<file path="src/hw/rtl/stmm_ram.sv">
// stmm_ram: generic single write port, single read port ram with registered read
// no dependencies
module stmm_ram #(
  parameter int WIDTH = 8,
  parameter int DEPTH = 16
) (
  input  logic                     clk_i,
  input  logic                     we_i,
  input  logic [$clog2(DEPTH)-1:0] waddr_i,
  input  logic [WIDTH-1:0]         wdata_i,
  input  logic                     re_i,
  input  logic [$clog2(DEPTH)-1:0] raddr_i,
  output logic [WIDTH-1:0]         rdata_o
);

  logic [WIDTH-1:0] mem_q [DEPTH];
  logic [WIDTH-1:0] rdata_q;

  always_ff @(posedge clk_i) begin
    if (we_i) begin
      mem_q[waddr_i] <= wdata_i;
    end
    if (re_i) begin
      rdata_q <= mem_q[raddr_i];
    end
  end

  assign rdata_o = rdata_q;

endmodule

</file>
<file path="config.mk">
export PLATFORM = sky130hd
export DESIGN_NAME = stmm_ram
export DESIGN_NICKNAME = d
export VERILOG_FILES = /design/src/hw/rtl/stmm_ram.sv
export SDC_FILE = /design/constraint.sdc
export NUM_CORES = 1
export LEC_CHECK = 0
export ABC_AREA = 1
export BUFFER_PORTS_ARGS = -buffer_cell sky130_fd_sc_hd__buf_2
export CAP_MARGIN = 20
export CORE_MARGIN = 8
export CORE_UTILIZATION = 35
export CTS_CLUSTER_SIZE = 12
export DETAILED_ROUTE_END_ITERATION = 7
export PLACE_DENSITY_LB_ADDON = 0.08
export SYNTH_ARGS = -nofsm -noshare
export SYNTH_HDL_FRONTEND = slang
export SYNTH_SLANG_ARGS = --single-unit
</file>
<file path="constraint.sdc">
create_clock -name clk_i -period 1.15 [get_ports clk_i]
set_input_delay 0.115 -clock clk_i [delete_from_list [all_inputs] [get_ports clk_i]]
set_output_delay 0.115 -clock clk_i [all_outputs]
set_load 0.01 [all_outputs]
</file>
==> reports/results.ini <==
[synthesis]
synth_warnings = 0
synth.net_count = 570
yosys-top-cells-area = edfxtp_1, nand2_1, nand3_1, inv_1, buf_6
synth_top_cell_area_share_pct = 69.8
yosys.area.top_type = edfxtp_1
netlist-cell-type-count = 11
seq_area_frac_synth_pct = 69.8
gate_count_after_technology_mapping = 551
syn_area_cell_um2 = 10.6
ys_ff_latch = 136
netlist_area_mm2 = 0.00585

[run_status]
status = finished clean

[critical_path]
cpPeakStageDelay_ns = 0.45
critical-path-top-delay-family = flip-flops
cp_slowest_cell = edfxtp_1
path_cells = buf_6
timing.critical_path.to_type = output pin
path_class = reg -> out
rrSetupSlack_ns = 0.06
cp_data_required_time_ns = 1.03
worstPathMaxFanout = 1
timing.critical_path.buf_inv = 1
cp.arrival_ns = 1.03
critPathLaunchType = flip-flop

[clock_tree]
root_buffer = clkbuf_16
tritoncts.num_buffers = 17
postCtsResizedCells = 1
postCtsSetupBuffers = 0
clkTransAtPathRegs_ns = 0.05
cts_htree_levels = 4
clock_tree_from_tritoncts = done
cts.sinks = 136
clkLatencyLatePin_ns = 0.42
cts-root-to-sink-buffers = 2
postCtsHoldBufs = 0

[place]
pre_cts_ws_ns = -0.158
dp_hpwl_um = 9530
portBuffers = 26
globalplace.congestion = 0.752

[floorplan]
num_rows = 47
dieArea_mm2 = 0.0211
coreArea_mm2 = 0.0165
fp.dieH_um = 145
num_io_pins = 27
die_width_um = 145
start_util_pct = 35.5

[worst_hold_path]
min-delay-path-class = in -> reg

[route]
final_antenna_net_count = 0
route.detailed.drc = 0
detailedRoute.firstPassIterationCount = 5
via_per_inst = 4.47
vias = 3770
wirelength_um = 14200
wl_per_cell_um = 16.8
detail_route.iter0.violations = 173

[power_and_ir_drop]
seq_power_share_pct = 48.2
p_clk_share_pct = 45.1
total_power_mw = 11.7
power_leakage_nw = 3.07
netSwitchingPower_mw = 2.43
vdd_drop_max_uv = 1120
comb_power_share_pct = 6.7
p_int_mw = 9.22
power_switching_share_pct = 20.9
cellPowerDensity_mw_per_mm2 = 1640

[sta]
max_slew_margin_pct = 71.4
post-route-period-util_pct = 99.5
rsz0062_at_grt = true
max_slew.worst_pin.slew_ns = 0.429
final-hold-violation-count = 0
finalCriticalPeriod_ns = 1.14
finalSetupViolCount = 0
drv_slew = 0
postLayoutSetupSlackWorst_ns = 0.00573
skew_ns = 0.00732
max_freq_mhz = 874

[global_route]
pin_count_of_the_biggest_net_entering_global_routing = 27
initial_antenna_violation_count = 0
grt_first_pass_wirelength_um = 22100
globalRoute.totalOverflow = 0
number_of_global_route_vias_before_repair = 3788
grtUsageTotal_pct = 14.1

[layout]
finalCoreUtilization_pct = 43.2
final_layout_size_suffix_gt1_share_pct = 16.0
insertedDiodeCount = 0
area_growth_pct = 21.6
nNetsFinal = 630

[run]
drv.max_cap_violation_count = 0

[Yosys cell counts, drive strengths merged]
| master | count |
|---|---|
| buf | 24 |
| edfxtp | 136 |
| inv | 102 |
| nand2 | 173 |
| nand3 | 97 |
| nand3b | 2 |
| nor2 | 17 |
[metrics by stage]
stage | hold WS [ns] | instance area (um2) | std cells | setup TNS, ns
floorplan | 0.214 | 5850 | 551 | 0
global placement | 0.504 | 6500 | 812 | -0.843
detailed placement | 0.507 | 6500 | 812 | -1.01
CTS | 0.0561 | 7080 | 844 | -0.00854
global route | 0.0613 | 7110 | 844 | -0.0411
finish | 0.0837 | 7110 | 844 | 0
[power by group through the flow]
stage / clock, mW / sequential (mW) / combinational, mW
3_5_place_dp: 0 / 5.72 / 0.780
5_1_grt: 5.58 / 5.63 / 0.870
6_report: 5.25 / 5.62 / 0.778
2_1_floorplan: 0 / 5.73 / 0.391
3_3_place_gp: 0 / 5.72 / 0.780
4_1_cts: 5.40 / 5.62 / 0.786
[worst paths after layout]
| kind | startpoint | endpoint | cells after the start |
|---|---|---|---|
| min reg2reg | mem_q[12][1] | rdata_o[1] | 6 |
| max reg2reg | mem_q[15][4] | rdata_o[4] | 6 |
| max | rdata_o[6] | rdata_o[6] | 1 |
| min | re_i | rdata_o[6] | 1 |
[flip-flops by register name (all words and copies together), names as in the netlist]
register and flops:
mem_q 128, rdata_o 8
[layout by cell type, fill, tap and decap left out]
| cell | n |
|---|---|
| nor2_1 | 17 |
| buf_6 | 2 |
| nand2_2 | 2 |
| clkbuf_16 | 17 |
| nand3b_1 | 2 |
| clkinv_2 | 6 |
| nand2_1 | 171 |
| nand3_2 | 4 |
| buf_12 | 10 |
| clkbuf_1 | 2 |
| bufinv_16 | 3 |
| buf_4 | 29 |
| inv_1 | 99 |
| nand3_1 | 93 |
| inv_2 | 3 |
| buf_2 | 24 |
| edfxtp_1 | 136 |
| clkinv_1 | 4 |
[logic make-up (layout without fill, tap and decap cells)]
| logic type | Yosys count | in the layout | share of synthesized area (%) |
|---|---|---|---|
| and+or+nand+nor | 289 | 289 | 20.8 |
| DFF | 136 | 136 | 69.8 |
| buffers and inverters | 126 | 199 | 9.39 |
[metal layers]
layer | GRT usage [%] | routed length, um
met1 | 18.9 | 6790
met2 | 21.4 | 6530
met3 | 3.64 | 766
met4 | 5.62 | 107
met5 | 0 | 0
[area by class of cell]
type / instances / area (um2)
Fill cell: 1626 / 9360
Sequential cell: 136 / 4080
Multi-Input combinational cell: 289 / 1240
Timing Repair Buffer: 65 / 561
Clock buffer: 19 / 433
Inverter: 102 / 383
Tap cell: 220 / 275
Clock inverter: 13 / 135
(Power assumes the default switching activity.)
